`config.mk`:
```
export PLATFORM = sky130hd
export DESIGN_NAME = slot_encoder_speed_meter
export DESIGN_NICKNAME = d
export VERILOG_FILES = /design/src/sv/ssm_pkg.sv /design/src/sv/ssm_div.sv /design/src/sv/ssm_ctrl.sv /design/src/sv/ssm_datapath.sv /design/src/sv/slot_encoder_speed_meter.sv
export SDC_FILE = /design/constraint.sdc
export NUM_CORES = 2
export LEC_CHECK = 0
export BUFFER_PORTS_ARGS = -buffer_cell sky130_fd_sc_hd__buf_2
export CAP_MARGIN = 0
export CORE_MARGIN = 1.5
export CORE_UTILIZATION = 50
export CTS_CLUSTER_DIAMETER = 80
export DETAILED_ROUTE_END_ITERATION = 8
export GPL_TIMING_DRIVEN = 0
export PLACE_DENSITY = 0.67
export SYNTH_ARGS = -nofsm -noshare
export SYNTH_HDL_FRONTEND = slang
export SYNTH_HIERARCHICAL = 1
export SYNTH_SLANG_ARGS = --single-unit
```
`constraint.sdc`:
```
create_clock -name clk -period 10.4 [get_ports clk]
set_clock_uncertainty 0.15 [all_clocks]
set_input_delay 2.08 -clock clk [delete_from_list [all_inputs] [get_ports clk]]
set_output_delay 2.08 -clock clk [all_outputs]
set_load 0.01 [all_outputs]
```
`src/sv/ssm_pkg.sv`:
```
// Shared constants, types and helpers for the slot encoder speed meter.
package ssm_pkg;

  localparam int WINDOW_DEPTH = 16;

  localparam int NUM_W     = 52;
  localparam int DEN_W     = 48;
  localparam int DIV_STEPS = NUM_W;
  localparam int CNT_W     = $clog2(DIV_STEPS);

  localparam logic [35:0] VEL_NUM   = 36'd46080000000;
  localparam logic [19:0] ACC_SCALE = 20'd1000000;

  localparam logic [7:0]  SLOTS_RST    = 8'd20;
  localparam logic [15:0] DEBOUNCE_RST = 16'd500;
  localparam logic [31:0] TIMEOUT_RST  = 32'd1000000;
  localparam logic [15:0] PERIOD_RST   = 16'd100;

  localparam logic [3:0] REG_SLOTS    = 4'd0;
  localparam logic [3:0] REG_DEBOUNCE = 4'd1;
  localparam logic [3:0] REG_TIMEOUT  = 4'd2;
  localparam logic [3:0] REG_PERIOD   = 4'd3;

  typedef struct packed {
    logic capture;
    logic eval;
    logic load_inst;
    logic load_avg;
    logic load_acc;
    logic wr_inst;
    logic wr_avg;
    logic wr_acc;
    logic write_out;
  } ssm_cmd_t;

  typedef struct packed {
    logic timeout;
    logic step;
    logic sample;
    logic div_done;
    logic out_free;
  } ssm_status_t;

  function automatic logic [31:0] sat32(input logic [NUM_W-1:0] q);
    return (|q[NUM_W-1:32]) ? 32'hFFFF_FFFF : q[31:0];
  endfunction

endpackage

```
`src/sv/ssm_div.sv`:
```
// Restoring radix-2 divider, one quotient bit per cycle.
module ssm_div
  import ssm_pkg::*;
(
  input  logic             clk,
  input  logic             rst,
  input  logic             start,
  input  logic [NUM_W-1:0] num,
  input  logic [DEN_W-1:0] den,
  output logic [NUM_W-1:0] quot,
  output logic             done
);

  logic [DEN_W-1:0] rem;
  logic [DEN_W-1:0] den_r;
  logic [CNT_W-1:0] cnt;
  logic             busy;
  logic [DEN_W:0]   r_sh;
  logic             ge;
  logic [DEN_W:0]   diff;

  assign r_sh = {rem, quot[NUM_W-1]};
  assign ge   = r_sh >= {1'b0, den_r};
  assign diff = r_sh - {1'b0, den_r};

  always_ff @(posedge clk) begin
    if (rst) begin
      busy <= 1'b0;
      done <= 1'b0;
      cnt  <= '0;
    end else begin
      done <= 1'b0;
      if (start) begin
        busy <= 1'b1;
        cnt  <= '0;
      end else if (busy) begin
        cnt <= cnt + 1'b1;
        if (cnt == CNT_W'(DIV_STEPS - 1)) begin
          busy <= 1'b0;
          done <= 1'b1;
        end
      end
    end
  end

  always_ff @(posedge clk) begin
    if (start) begin
      quot  <= num;
      rem   <= '0;
      den_r <= den;
    end else if (busy) begin
      rem  <= ge ? diff[DEN_W-1:0] : r_sh[DEN_W-1:0];
      quot <= {quot[NUM_W-2:0], ge};
    end
  end

  a_start_idle: assert property (@(posedge clk) disable iff (rst) start |-> !busy)
    else $error("divider started while busy");
  a_done_pulse: assert property (@(posedge clk) disable iff (rst) done |=> !done)
    else $error("divider done held");
  a_done_idle: assert property (@(posedge clk) disable iff (rst) done |-> !busy)
    else $error("divider done while busy");

endmodule

```
`src/sv/ssm_ctrl.sv`:
```
// Sequencing controller for one poll request.
module ssm_ctrl
  import ssm_pkg::*;
(
  input  logic        clk,
  input  logic        rst,
  input  logic        in_valid,
  output logic        in_ready,
  input  ssm_status_t status,
  output ssm_cmd_t    cmd
);

  localparam logic [3:0] S_IDLE = 4'd0;
  localparam logic [3:0] S_EVAL = 4'd1;
  localparam logic [3:0] S_LD1  = 4'd2;
  localparam logic [3:0] S_W1   = 4'd3;
  localparam logic [3:0] S_LD2  = 4'd4;
  localparam logic [3:0] S_W2   = 4'd5;
  localparam logic [3:0] S_LD3  = 4'd6;
  localparam logic [3:0] S_W3   = 4'd7;
  localparam logic [3:0] S_FIN  = 4'd8;

  logic [3:0] state;
  logic [3:0] state_next;

  assign in_ready = (state == S_IDLE);

  always_comb begin
    state_next = state;
    cmd        = '0;
    case (state)
      S_IDLE: begin
        if (in_valid) begin
          cmd.capture = 1'b1;
          state_next  = S_EVAL;
        end
      end
      S_EVAL: begin
        cmd.eval   = 1'b1;
        state_next = (!status.timeout && status.step) ? S_LD1 : S_FIN;
      end
      S_LD1: begin
        cmd.load_inst = 1'b1;
        state_next    = S_W1;
      end
      S_W1: begin
        if (status.div_done) begin
          cmd.wr_inst = 1'b1;
          state_next  = status.sample ? S_LD2 : S_FIN;
        end
      end
      S_LD2: begin
        cmd.load_avg = 1'b1;
        state_next   = S_W2;
      end
      S_W2: begin
        if (status.div_done) begin
          cmd.wr_avg = 1'b1;
          state_next = S_LD3;
        end
      end
      S_LD3: begin
        cmd.load_acc = 1'b1;
        state_next   = S_W3;
      end
      S_W3: begin
        if (status.div_done) begin
          cmd.wr_acc = 1'b1;
          state_next = S_FIN;
        end
      end
      S_FIN: begin
        if (status.out_free) begin
          cmd.write_out = 1'b1;
          state_next    = S_IDLE;
        end
      end
      default: state_next = S_IDLE;
    endcase
  end

  always_ff @(posedge clk) begin
    if (rst) begin
      state <= S_IDLE;
    end else begin
      state <= state_next;
    end
  end

endmodule

```
`src/sv/ssm_datapath.sv`:
```
// Measurement state, configuration, divider operands and result register.
module ssm_datapath
  import ssm_pkg::*;
(
  input  logic        clk,
  input  logic        rst,
  input  ssm_cmd_t    cmd,
  output ssm_status_t status,
  input  logic        cfg_valid,
  input  logic [3:0]  cfg_index,
  input  logic [31:0] cfg_data,
  input  logic [31:0] now_us,
  input  logic [31:0] now_ms,
  input  logic        edge_seen,
  output logic        out_valid,
  input  logic        out_ready,
  output logic        step_taken,
  output logic        sample_done,
  output logic        timed_out,
  output logic [31:0] total_steps,
  output logic [6:0]  window_steps,
  output logic [31:0] instant_velocity,
  output logic [31:0] average_velocity,
  output logic signed [39:0] acceleration
);

  logic [7:0]  slots_per_rev;
  logic [15:0] debounce_min_us;
  logic [31:0] timeout_us;
  logic [15:0] update_period_ms;

  logic [31:0] now_us_r;
  logic [31:0] now_ms_r;
  logic        edge_r;

  logic [31:0] last_step_time;
  logic [31:0] step_count;
  logic [6:0]  window_count;
  logic [39:0] window_sum;
  logic [39:0] prev_window_sum;
  logic [6:0]  last_window_steps;
  logic [31:0] avg_velocity_reg;
  logic [39:0] accel_reg;
  logic [31:0] inst_velocity_reg;
  logic [31:0] next_update_time;
  logic        edge_pending;
  logic [31:0] delta_r;
  logic [31:0] vold;
  logic        step_r;
  logic        sample_r;
  logic        tout_r;

  logic [31:0]      delta;
  logic             tout;
  logic             edge_any;
  logic             step;
  logic [6:0]       wc_inc;
  logic [7:0]       slots_eff;
  logic             div_start;
  logic [NUM_W-1:0] div_num;
  logic [DEN_W-1:0] div_den;
  logic [NUM_W-1:0] quot;
  logic             div_done;
  logic             neg;
  logic [31:0]      mag;
  logic [40:0]      acc_den;
  logic [31:0]      next_time;

  assign delta     = now_us_r - last_step_time;
  assign tout      = delta > timeout_us;
  assign edge_any  = edge_r | edge_pending;
  assign step      = !tout && edge_any && (delta > {16'd0, debounce_min_us});
  assign wc_inc    = window_count + 7'd1;
  assign slots_eff = (slots_per_rev == 8'd0) ? 8'd1 : slots_per_rev;
  assign neg       = avg_velocity_reg < vold;
  assign mag       = neg ? (vold - avg_velocity_reg) : (avg_velocity_reg - vold);
  assign acc_den   = {1'b0, window_sum} + {1'b0, prev_window_sum};
  assign next_time = now_ms_r + {16'd0, update_period_ms};

  assign status.timeout  = tout;
  assign status.step     = step;
  assign status.sample   = sample_r;
  assign status.div_done = div_done;
  assign status.out_free = !out_valid || out_ready;

  // Operand select: each product lands in the divider's input registers.
  always_comb begin
    div_start = cmd.load_inst | cmd.load_avg | cmd.load_acc;
    div_num   = '0;
    div_den   = '0;
    if (cmd.load_inst) begin
      div_num = NUM_W'(VEL_NUM);
      div_den = DEN_W'(slots_eff * delta_r);
    end else if (cmd.load_avg) begin
      div_num = NUM_W'(VEL_NUM * window_count);
      div_den = DEN_W'(slots_eff * window_sum);
    end else if (cmd.load_acc) begin
      div_num = NUM_W'(mag * ACC_SCALE);
      div_den = (acc_den == 41'd0) ? DEN_W'(1) : DEN_W'(acc_den);
    end
  end

  ssm_div u_div (
    .clk   (clk),
    .rst   (rst),
    .start (div_start),
    .num   (div_num),
    .den   (div_den),
    .quot  (quot),
    .done  (div_done)
  );

  // Configuration registers.
  always_ff @(posedge clk) begin
    if (rst) begin
      slots_per_rev    <= SLOTS_RST;
      debounce_min_us  <= DEBOUNCE_RST;
      timeout_us       <= TIMEOUT_RST;
      update_period_ms <= PERIOD_RST;
    end else if (cfg_valid) begin
      case (cfg_index)
        REG_SLOTS:    slots_per_rev    <= cfg_data[7:0];
        REG_DEBOUNCE: debounce_min_us  <= cfg_data[15:0];
        REG_TIMEOUT:  timeout_us       <= cfg_data;
        REG_PERIOD:   update_period_ms <= cfg_data[15:0];
        default: ;
      endcase
    end
  end

  always_ff @(posedge clk) begin
    if (cmd.capture) begin
      now_us_r <= now_us;
      now_ms_r <= now_ms;
      edge_r   <= edge_seen;
    end
    if (cmd.eval) begin
      delta_r <= delta;
    end
    if (cmd.wr_avg) begin
      vold <= avg_velocity_reg;
    end
  end

  always_ff @(posedge clk) begin
    if (rst) begin
      last_step_time    <= '0;
      step_count        <= '0;
      window_count      <= '0;
      window_sum        <= '0;
      prev_window_sum   <= '0;
      last_window_steps <= '0;
      avg_velocity_reg  <= '0;
      accel_reg         <= '0;
      inst_velocity_reg <= '0;
      next_update_time  <= {16'd0, PERIOD_RST};
      edge_pending      <= 1'b0;
      step_r            <= 1'b0;
      sample_r          <= 1'b0;
      tout_r            <= 1'b0;
    end else begin
      if (cmd.eval) begin
        tout_r   <= tout;
        step_r   <= step;
        sample_r <= step && ((wc_inc >= 7'(WINDOW_DEPTH)) || (now_ms_r >= next_update_time));
        if (tout) begin
          last_step_time    <= now_us_r;
          step_count        <= '0;
          window_count      <= '0;
          window_sum        <= '0;
          prev_window_sum   <= '0;
          last_window_steps <= '0;
          avg_velocity_reg  <= '0;
          accel_reg         <= '0;
          inst_velocity_reg <= '0;
          next_update_time  <= next_time;
          edge_pending      <= edge_any;
        end else begin
          edge_pending <= 1'b0;
          if (step) begin
            step_count     <= step_count + 32'd1;
            last_step_time <= now_us_r;
            window_count   <= wc_inc;
            window_sum     <= window_sum + {8'd0, delta};
          end
        end
      end
      if (cmd.wr_inst) begin
        inst_velocity_reg <= sat32(quot);
      end
      if (cmd.wr_avg) begin
        avg_velocity_reg <= sat32(quot);
      end
      if (cmd.wr_acc) begin
        if (neg) begin
          accel_reg <= (|quot[NUM_W-1:39]) ? 40'h80_0000_0000 : (40'd0 - quot[39:0]);
        end else begin
          accel_reg <= (|quot[NUM_W-1:39]) ? 40'h7F_FFFF_FFFF : quot[39:0];
        end
        prev_window_sum   <= window_sum;
        last_window_steps <= window_count;
        window_count      <= '0;
        window_sum        <= '0;
        next_update_time  <= next_time;
      end
    end
  end

  // Result register: holds while the receiver stalls.
  always_ff @(posedge clk) begin
    if (rst) begin
      out_valid <= 1'b0;
    end else if (cmd.write_out) begin
      out_valid <= 1'b1;
    end else if (out_ready) begin
      out_valid <= 1'b0;
    end
  end

  always_ff @(posedge clk) begin
    if (cmd.write_out) begin
      step_taken       <= step_r;
      sample_done      <= sample_r;
      timed_out        <= tout_r;
      total_steps      <= step_count;
      window_steps     <= last_window_steps;
      instant_velocity <= inst_velocity_reg;
      average_velocity <= avg_velocity_reg;
      acceleration     <= accel_reg;
    end
  end

  a_flags_excl: assert property (@(posedge clk) disable iff (rst) !(tout_r && step_r))
    else $error("timeout and step flagged together");
  a_sample_step: assert property (@(posedge clk) disable iff (rst) sample_r |-> step_r)
    else $error("sample without step");
  a_window_bound: assert property (@(posedge clk) disable iff (rst)
      window_count <= 7'(WINDOW_DEPTH))
    else $error("window count overrun");

endmodule

```
`src/sv/slot_encoder_speed_meter.sv`:
```
// Top level of the slot encoder speed meter.
//
// Poll channel (in_valid/in_ready): each request carries now_us, now_ms and
// edge_seen. One result request leaves on out_valid/out_ready for every poll.
// Config channel (cfg_valid/cfg_ready, cfg_index, cfg_data) is always ready:
// index 0 slots_per_rev, 1 debounce_min_us, 2 timeout_us, 3 update_period_ms;
// other indexes are dropped. Write config only while no poll is in flight.
// A poll without a step is captured, evaluated and then written to the result
// register. A step runs one pass of the shared divider (instant velocity); a
// step that closes a window runs three passes (instant velocity, then average
// velocity, then acceleration). The next poll is accepted in the cycle after
// the result is written. The iterative divider, one quotient bit per cycle,
// sets the rate; one poll is worked on at a time.
// The result register parts the sides: a new poll is accepted while an
// earlier result still waits; a finished poll holds until the register frees.
// Reset (rst, synchronous) clears all measurement state, loads the default
// config and sets the next update time to the default period.
module slot_encoder_speed_meter
  import ssm_pkg::*;
(
  input  logic        clk,
  input  logic        rst,
  input  logic        in_valid,
  output logic        in_ready,
  input  logic [31:0] now_us,
  input  logic [31:0] now_ms,
  input  logic        edge_seen,
  output logic        out_valid,
  input  logic        out_ready,
  output logic        step_taken,
  output logic        sample_done,
  output logic        timed_out,
  output logic [31:0] total_steps,
  output logic [6:0]  window_steps,
  output logic [31:0] instant_velocity,
  output logic [31:0] average_velocity,
  output logic signed [39:0] acceleration,
  input  logic        cfg_valid,
  output logic        cfg_ready,
  input  logic [3:0]  cfg_index,
  input  logic [31:0] cfg_data
);

  ssm_cmd_t    cmd;
  ssm_status_t status;

  // Config writes are always accepted and never stalled.
  assign cfg_ready = 1'b1;

  ssm_ctrl u_ctrl (
    .clk      (clk),
    .rst      (rst),
    .in_valid (in_valid),
    .in_ready (in_ready),
    .status   (status),
    .cmd      (cmd)
  );

  ssm_datapath u_dp (
    .clk              (clk),
    .rst              (rst),
    .cmd              (cmd),
    .status           (status),
    .cfg_valid        (cfg_valid),
    .cfg_index        (cfg_index),
    .cfg_data         (cfg_data),
    .now_us           (now_us),
    .now_ms           (now_ms),
    .edge_seen        (edge_seen),
    .out_valid        (out_valid),
    .out_ready        (out_ready),
    .step_taken       (step_taken),
    .sample_done      (sample_done),
    .timed_out        (timed_out),
    .total_steps      (total_steps),
    .window_steps     (window_steps),
    .instant_velocity (instant_velocity),
    .average_velocity (average_velocity),
    .acceleration     (acceleration)
  );

endmodule

```
### Word-level counts from Yosys, hierarchy flattened

Index checks and enable logic that the tools add are counted.
W data, S select, Z words.

| storage, ports and cells | value |
|---|---|
| bits in registers | 806 |

| cells by class | value |
|---|---|
| order comparisons | 6 |
| eq/ne operators | 17 |
| multiply operators | 4 |
| reduce and logical (&&, ||, !) cells | 35 |
| bitwise operators | 4 |
| muxes and demuxes | 65 |
| add/subtract/negate cells | 11 |

Operators by type and width:

| operator | number |
|---|---|
| $mux W32 | 13 |
| $mux W40 | 10 |
| $mux W52 | 5 |
| $mux W48 | 3 |
| $sub A32 B32 Y32 | 3 |
| $ge A49 B48 Y1 | 1 |
| $mul A8 B40 Y48 | 1 |
| $sub A48 B48 Y48 | 1 |
| $mul A32 B14 Y46 const B | 1 |
| $add A40 B40 Y41 | 1 |
| $logic_not A41 Y1 | 1 |
| $mux W41 | 1 |
| $add A40 B32 Y40 | 1 |
| $mul A8 B32 Y40 | 1 |
| $sub A1 B40 Y40 const A | 1 |
| $pmux W4 S9 | 1 |
| $mux W7 | 5 |
| $add A32 B1 Y32 const B | 1 |
| $add A32 B16 Y32 | 1 |
| $ge A32 B32 Y1 | 1 |
| $gt A32 B16 Y1 | 1 |
| $gt A32 B32 Y1 | 1 |
| $lt A32 B32 Y1 | 1 |
| $mux W4 | 7 |
| 27 further kinds | 79 |

### Logic depth before layout (Yosys ltp)

| logic depth | value |
|---|---|
| depth after elaboration | 8 |
| depth in mapped cells | 41 |

### By module

Netlist, hierarchy kept.

Modules (own cells, without submodules):

| module | area each (um^2) | times used | cells an instance |
|---|---|---|---|
| ssm_datapath | 61466.5 | 1 | 6679 |
| ssm_div | 9195.1 | 1 | 898 |
| ssm_ctrl | 366.6 | 1 | 46 |
| slot_encoder_speed_meter | 11.3 | 1 | 2 |

### Worst setup path after synthesis

No wires, ideal clock.

| timing path | value |
|---|---|
| kind | reg2reg |
| from | reg u_dp.avg_velocity_reg[11] |
| to | reg u_dp.u_div.quot[49], data pin |
| data required time | 9.990 ns |
| data arrival time | 8.865 ns |
| period minus slack after synthesis | 9.275 ns |
| path slack | 1.125 ns |
| cell stages (with the launch flop) | 38 |
| cell sequence | dfxtp_1 -> inv_1 -> ha_1 -> clkbuf_1 -> a21o_1 -> o21bai_1 -> a211oi_1 -> a31oi_1 -> o21ai_0 -> buf_2 -> mux2_2 -> o21ai_0 -> xor2_1 -> xnor2_1 -> xnor2_1 -> fa_1 -> fa_1 -> inv_1 -> [... 2 more ...] -> ha_1 -> inv_1 -> fa_1 -> inv_1 -> ha_1 -> and3_1 -> a221oi_1 -> o21ai_0 -> or4_1 -> o21ai_0 -> o211ai_1 -> o311a_1 -> nor2_1 -> o221ai_1 -> a21oi_1 -> xnor2_1 -> nor2_1 -> mux2_2 |

| between the ends | value |
|---|---|
| longest elaborated chain between the ends | 7 |
| elaborated cells between the ends (all ways) | 9 |
| those cells by class | add/sub (2); mul (1); order compare (1); mux (5) |

Ends and longest elaborated chain:

| item | RTL line | RTL |
|---|---|---|
| from (decl) | ssm_datapath.sv:42 | `logic [31:0] avg_velocity_reg;` |
| from (signal assigned) | ssm_datapath.sv:192 | `avg_velocity_reg <= sat32(quot);` |
| $sub A32 B32 Y32 / $lt A32 B32 Y1 (equally long branches) | ssm_datapath.sv:76, ssm_datapath.sv:75 |  |
| $mux W32 (*) | ssm_datapath.sv:76 | `assign mag = neg ? (vold - avg_velocity_reg) : (avg_velocity_reg - vold);` |
| $mul A32 B14 Y46 (*) | ssm_datapath.sv:98 | `div_num = NUM_W'(mag * ACC_SCALE);` |
| $mux W52 (*) | ssm_datapath.sv:97 | `end else if (cmd.load_acc) begin` |
| $mux W52 (*) | ssm_datapath.sv:94 | `end else if (cmd.load_avg) begin` |
| $mux W52 (*) | ssm_datapath.sv:91 | `if (cmd.load_inst) begin` |
| net u_dp.div_num[49] | ssm_datapath.sv:60 | `logic [NUM_W-1:0] div_num;` |
| $mux W52 (*) | ssm_div.sv:47 | `if (start) begin` |
| to (signal assigned) | ssm_div.sv:48 | `quot <= num;` |
| to (signal assigned) | ssm_div.sv:53 | `quot <= {quot[NUM_W-2:0], ge};` |
| to (decl) | ssm_div.sv:10 | `output logic [NUM_W-1:0] quot,` |

Mark *: on every way through the listed nets, which the timed path passes. The rest lies on a longest branch.
A chain may end at the register's enable or synchronous reset.

### Final worst setup path

| timing path | value |
|---|---|
| from | reg u_dp.avg_velocity_reg[11] |
| to | reg u_dp.u_div.quot[50], data pin |

Same word-level chain as after synthesis.

==> results.tsv <==
stage	metric	value	unit
yosys	synth_top_area_cell	edfxtp_1	
power_and_ir_drop	power	0.0115	W
layout	largest_reg_flops	52	
layout	top_regs	u_dp/u_div/quot x52, u_dp/u_div/den_r x48, u_dp/u_div/rem x48	
sta	finalHoldViolCount	0	
sta	hold_ws	0.281	ns
yosys	synthCells	7625	
layout	fill_cells	12900	
yosys	synth.distinct_cells	110	
min_path	hp-class	flop to flop	
die	initial_core_util	50.3	%
yosys	synth_seq_cells	806	
global_route	grt_pass1_vias	57700	
die	dieArea	144000	µm²
yosys	netlist_area	71000	µm²
yosys	ys.flop_type	dfxtp_1	
yosys	synth-edff-count	375	
global_route	overflow	0	
critical_path	start_kind	flop	
place	dp_hpwl	177000	µm
sta	grt_setup_unrepaired	no	
power_and_ir_drop	swShare	37.7	%
sta	fin_setup_tns	0	ns
power_and_ir_drop	power_frac_comb	35.8	%
layout	final-seq-area	19900	µm²
die	io_pins	255	
clocking	htree_levels	3	
place	gp_congestion	0.991	
global_route	track_usage	30.3	%
global_route	grt_pass1_wl	341000	µm
die	coreArea	141000	µm²
die	die_w	380	µm
layout	largest_register	u_dp/u_div/quot	
yosys	synthTopCellsByArea	edfxtp_1, fa_1, dfxtp_1, ha_1, inv_1	
job	max-cap-violations	0	
route	vias	58900	
route	wire_per_inst	22.2	µm
yosys	yosysWarnings	6	
power_and_ir_drop	power_density	147	nW/µm²
global_route	grt_max_degree	66	
yosys	netlist.area_leader.share	15.9	%
power_and_ir_drop	clockPowerShare	30.6	%
yosys	synth-async-reset-ratio	0	%
critical_path	crit_path_max_incr_delay	0.58	ns
global_route	antenna_found_initial	9	
critical_path	cp-end-kind	flop	
layout	fin_area	78600	µm²
clocking	clkSinkCount	806	
place	postPlaceCellArea	74900	µm²
layout	areaGrowthSynthToFinish	10.7	%
route	routed_via_density	5.91	
critical_path	path_class	flop to flop	
sta	period_share	96.3	%
sta	fmax	99.9	MHz
route	drtPass1Iterations	7	
clocking	cts_hold_buf	0	
route	drc	0	
critical_path	crit_slowest_cell	fa_1	
layout	layout.nets	9311	
layout	drive_gt1_share	8.09	%
layout	multiInputGateArea	46800	µm²
clocking	clk_latency	0.74	ns
place	port_buffers	253	
min_path	holdCritStartpoint	u_dp/inst_velocity_reg[25]$_SDFFE_PP0P_	
clocking	cts.clk_slew.worst_paths	0.07	ns
sta	period_minus_slack	10.01	ns
power_and_ir_drop	leakagePower	35.1	nW
critical_path	path_common_cell	inv_1	
yosys	yosysSeqAreaShare	28.0	%
die	fp.dieH	380	µm
power_and_ir_drop	power.share.sequential	33.6	%
route	routed_wl	221000	µm
die	std_cell_rows	138	
clocking	clock-root-buffer	clkbuf_16	
yosys	avgSynthCellArea	9.32	µm²
place	pre_cts_slack	-0.809	ns
critical_path	cp.arrival	10.33	ns
sta	max_slew_margin	5.06	%
clocking	cts_tree	yes	
sta	setup_ws	0.388	ns
sta	setup_viol	0	
sta	tightest_slew	1.42	ns
critical_path	rr_startpoint	u_dp/avg_velocity_reg[11]$_SDFFE_PP0P_	
route	postRouteAntennaNets	0	
critical_path	critPathLaunch	u_dp/avg_velocity_reg[11]$_SDFFE_PP0P_	
power_and_ir_drop	p_int	0.00718	W
outcome	status	finished, final reports clean	
power_and_ir_drop	switching_power	0.00435	W
critical_path	worstPathRequired	10.72	ns
power_and_ir_drop	irDropWorstVdd	167	µV
critical_path	critPathMaxFanout	10	
sta	slew_viol_final	0	
clocking	clock_path_buffers	3	
route	drtIter0Drc	5148	
clocking	cts_buffers	95	
[metrics by stage]
stage / cells / utilization [%]
finish: 9967 / 55.7
global route: 9965 / 55.7
CTS: 9971 / 55.5
detailed placement: 9787 / 53.1
global placement: 9773 / 52.9
floorplan: 7630 / -
[layout make-up]
type / instances / area share [%]
multi-input cells: 5642 / 59.6
inverters: 825 / 3.95
flip-flops and latches: 806 / 25.3
well taps: 1890 / 3.01
clock inverters: 55 / 0.891
diodes: 2 / 0.00637
plain buffers: 344 / 1.86
clock buffers: 125 / 3.41
repair buffers: 278 / 1.98
[synthesized netlist by cell type, types with 98 or more instances]
library cell  number
nor2_1           403
a22o_1           114
a21oi_1          543
o21ai_0          322
nand3_1           98
nor2b_1          106
dfxtp_1          431
nand2_1          652
inv_1            823
xnor2_1          232
ha_1             652
nor3_1           102
and2_1           313
fa_1             561
xor2_1           156
clkbuf_1         272
edfxtp_1         375
a21o_1           203
[critical path: cells and delay by family, from the launching register on]
| kind | cells | cell delay, ns |
|---|---|---|
| and+or+nand+nor | 1 | 0.21 |
| buffers and inverters | 8 | 0.67 |
| muxes | 3 | 0.80 |
| DFF | 1 | 0.47 |
| xor gates and xnor gates | 1 | 0.24 |
| adders and majority gates | 8 | 3.73 |
| AOI/OAI and AO/OA | 16 | 3.50 |
[cell usage in the layout, fill, tap and decap left out, types with 20 or more instances in the layout]
cell | Yosys | final
a211o_1 | 21 | 21
a211oi_1 | 86 | 85
a21o_1 | 203 | 203
a21oi_1 | 543 | 540
a22o_1 | 114 | 114
a31oi_1 | 49 | 48
and2_1 | 313 | 312
and3_1 | 51 | 51
buf_1 | 40 | 35
buf_2 | 15 | 272
buf_4 | 23 | 37
clkbuf_1 | 272 | 274
clkbuf_16 | 0 | 101
dfxtp_1 | 431 | 421
edfxtp_1 | 375 | 375
fa_1 | 561 | 561
ha_1 | 652 | 647
inv_1 | 823 | 821
mux2_2 | 55 | 55
mux2i_1 | 72 | 71
nand2_1 | 652 | 651
nand2b_1 | 52 | 52
nand3_1 | 98 | 98
nand3b_1 | 78 | 78
nand4_1 | 79 | 79
nor2_1 | 403 | 401
nor2b_1 | 106 | 106
nor3_1 | 102 | 99
nor4_1 | 39 | 39
o211ai_1 | 45 | 45
o21a_1 | 49 | 49
o21ai_0 | 322 | 317
o21bai_1 | 68 | 68
o221ai_1 | 26 | 26
o22ai_1 | 31 | 31
o311ai_0 | 22 | 21
o31ai_1 | 21 | 20
or3_1 | 45 | 44
xnor2_1 | 232 | 224
xor2_1 | 156 | 150
[logic make-up after synthesis]
family | after synthesis | synth area share [%]
xor gates and xnor gates | 388 | 4.78
AOI/OAI and AO/OA | 1811 | 16.8
muxes | 127 | 1.89
and+or+nand+nor | 2087 | 14.6
adders and majority gates | 1222 | 27.4
buffers and inverters | 1182 | 6.46
other | 2 | 0.0106
DFF | 806 | 28.0
[timing repair]
item | CTS | global route
endpoints found under the setup margin | 22 | 18
buffers inserted | 4 | 6
resized for setup | 24 | 45
pin swaps | 1 | 3
[path summary, 6_finish.rpt]
| kind | endpoint | cells after the start | slack [ns] |
|---|---|---|---|
| min | u_dp/instant_velocity[25]$_DFFE_PP_ | 0 | 0.28 |
| min reg2reg | u_dp/instant_velocity[25]$_DFFE_PP_ | 0 | 0.28 |
| max reg2reg | u_dp/u_div/quot[50]$_DFFE_PP_ | 37 | 0.39 |
| max | u_dp/u_div/quot[50]$_DFFE_PP_ | 37 | 0.39 |
[layer usage]
| layer | up-vias | routed length (µm) | track usage [%] |
|---|---|---|---|
| met3 | 367 | 20800 | 6.26 |
| li1 | 27200 | - | - |
| met2 | 2402 | 96100 | 46.2 |
| met1 | 29000 | 96300 | 42.6 |
| met4 | 6 | 7910 | 10.7 |
| met5 | - | 41 | 0 |
[power groups by stage]
stage | Sequential, W | Combinational, W | Clock (W)
2_1_floorplan | 0.00382 | 0.00287 | 0
3_3_place_gp | 0.00394 | 0.00395 | 0
3_5_place_dp | 0.00392 | 0.00403 | 0
4_1_cts | 0.00386 | 0.00407 | 0.00359
5_1_grt | 0.00389 | 0.00451 | 0.00372
6_report | 0.00387 | 0.00412 | 0.00353
Note: power is estimated with default switching activity, not from simulation.
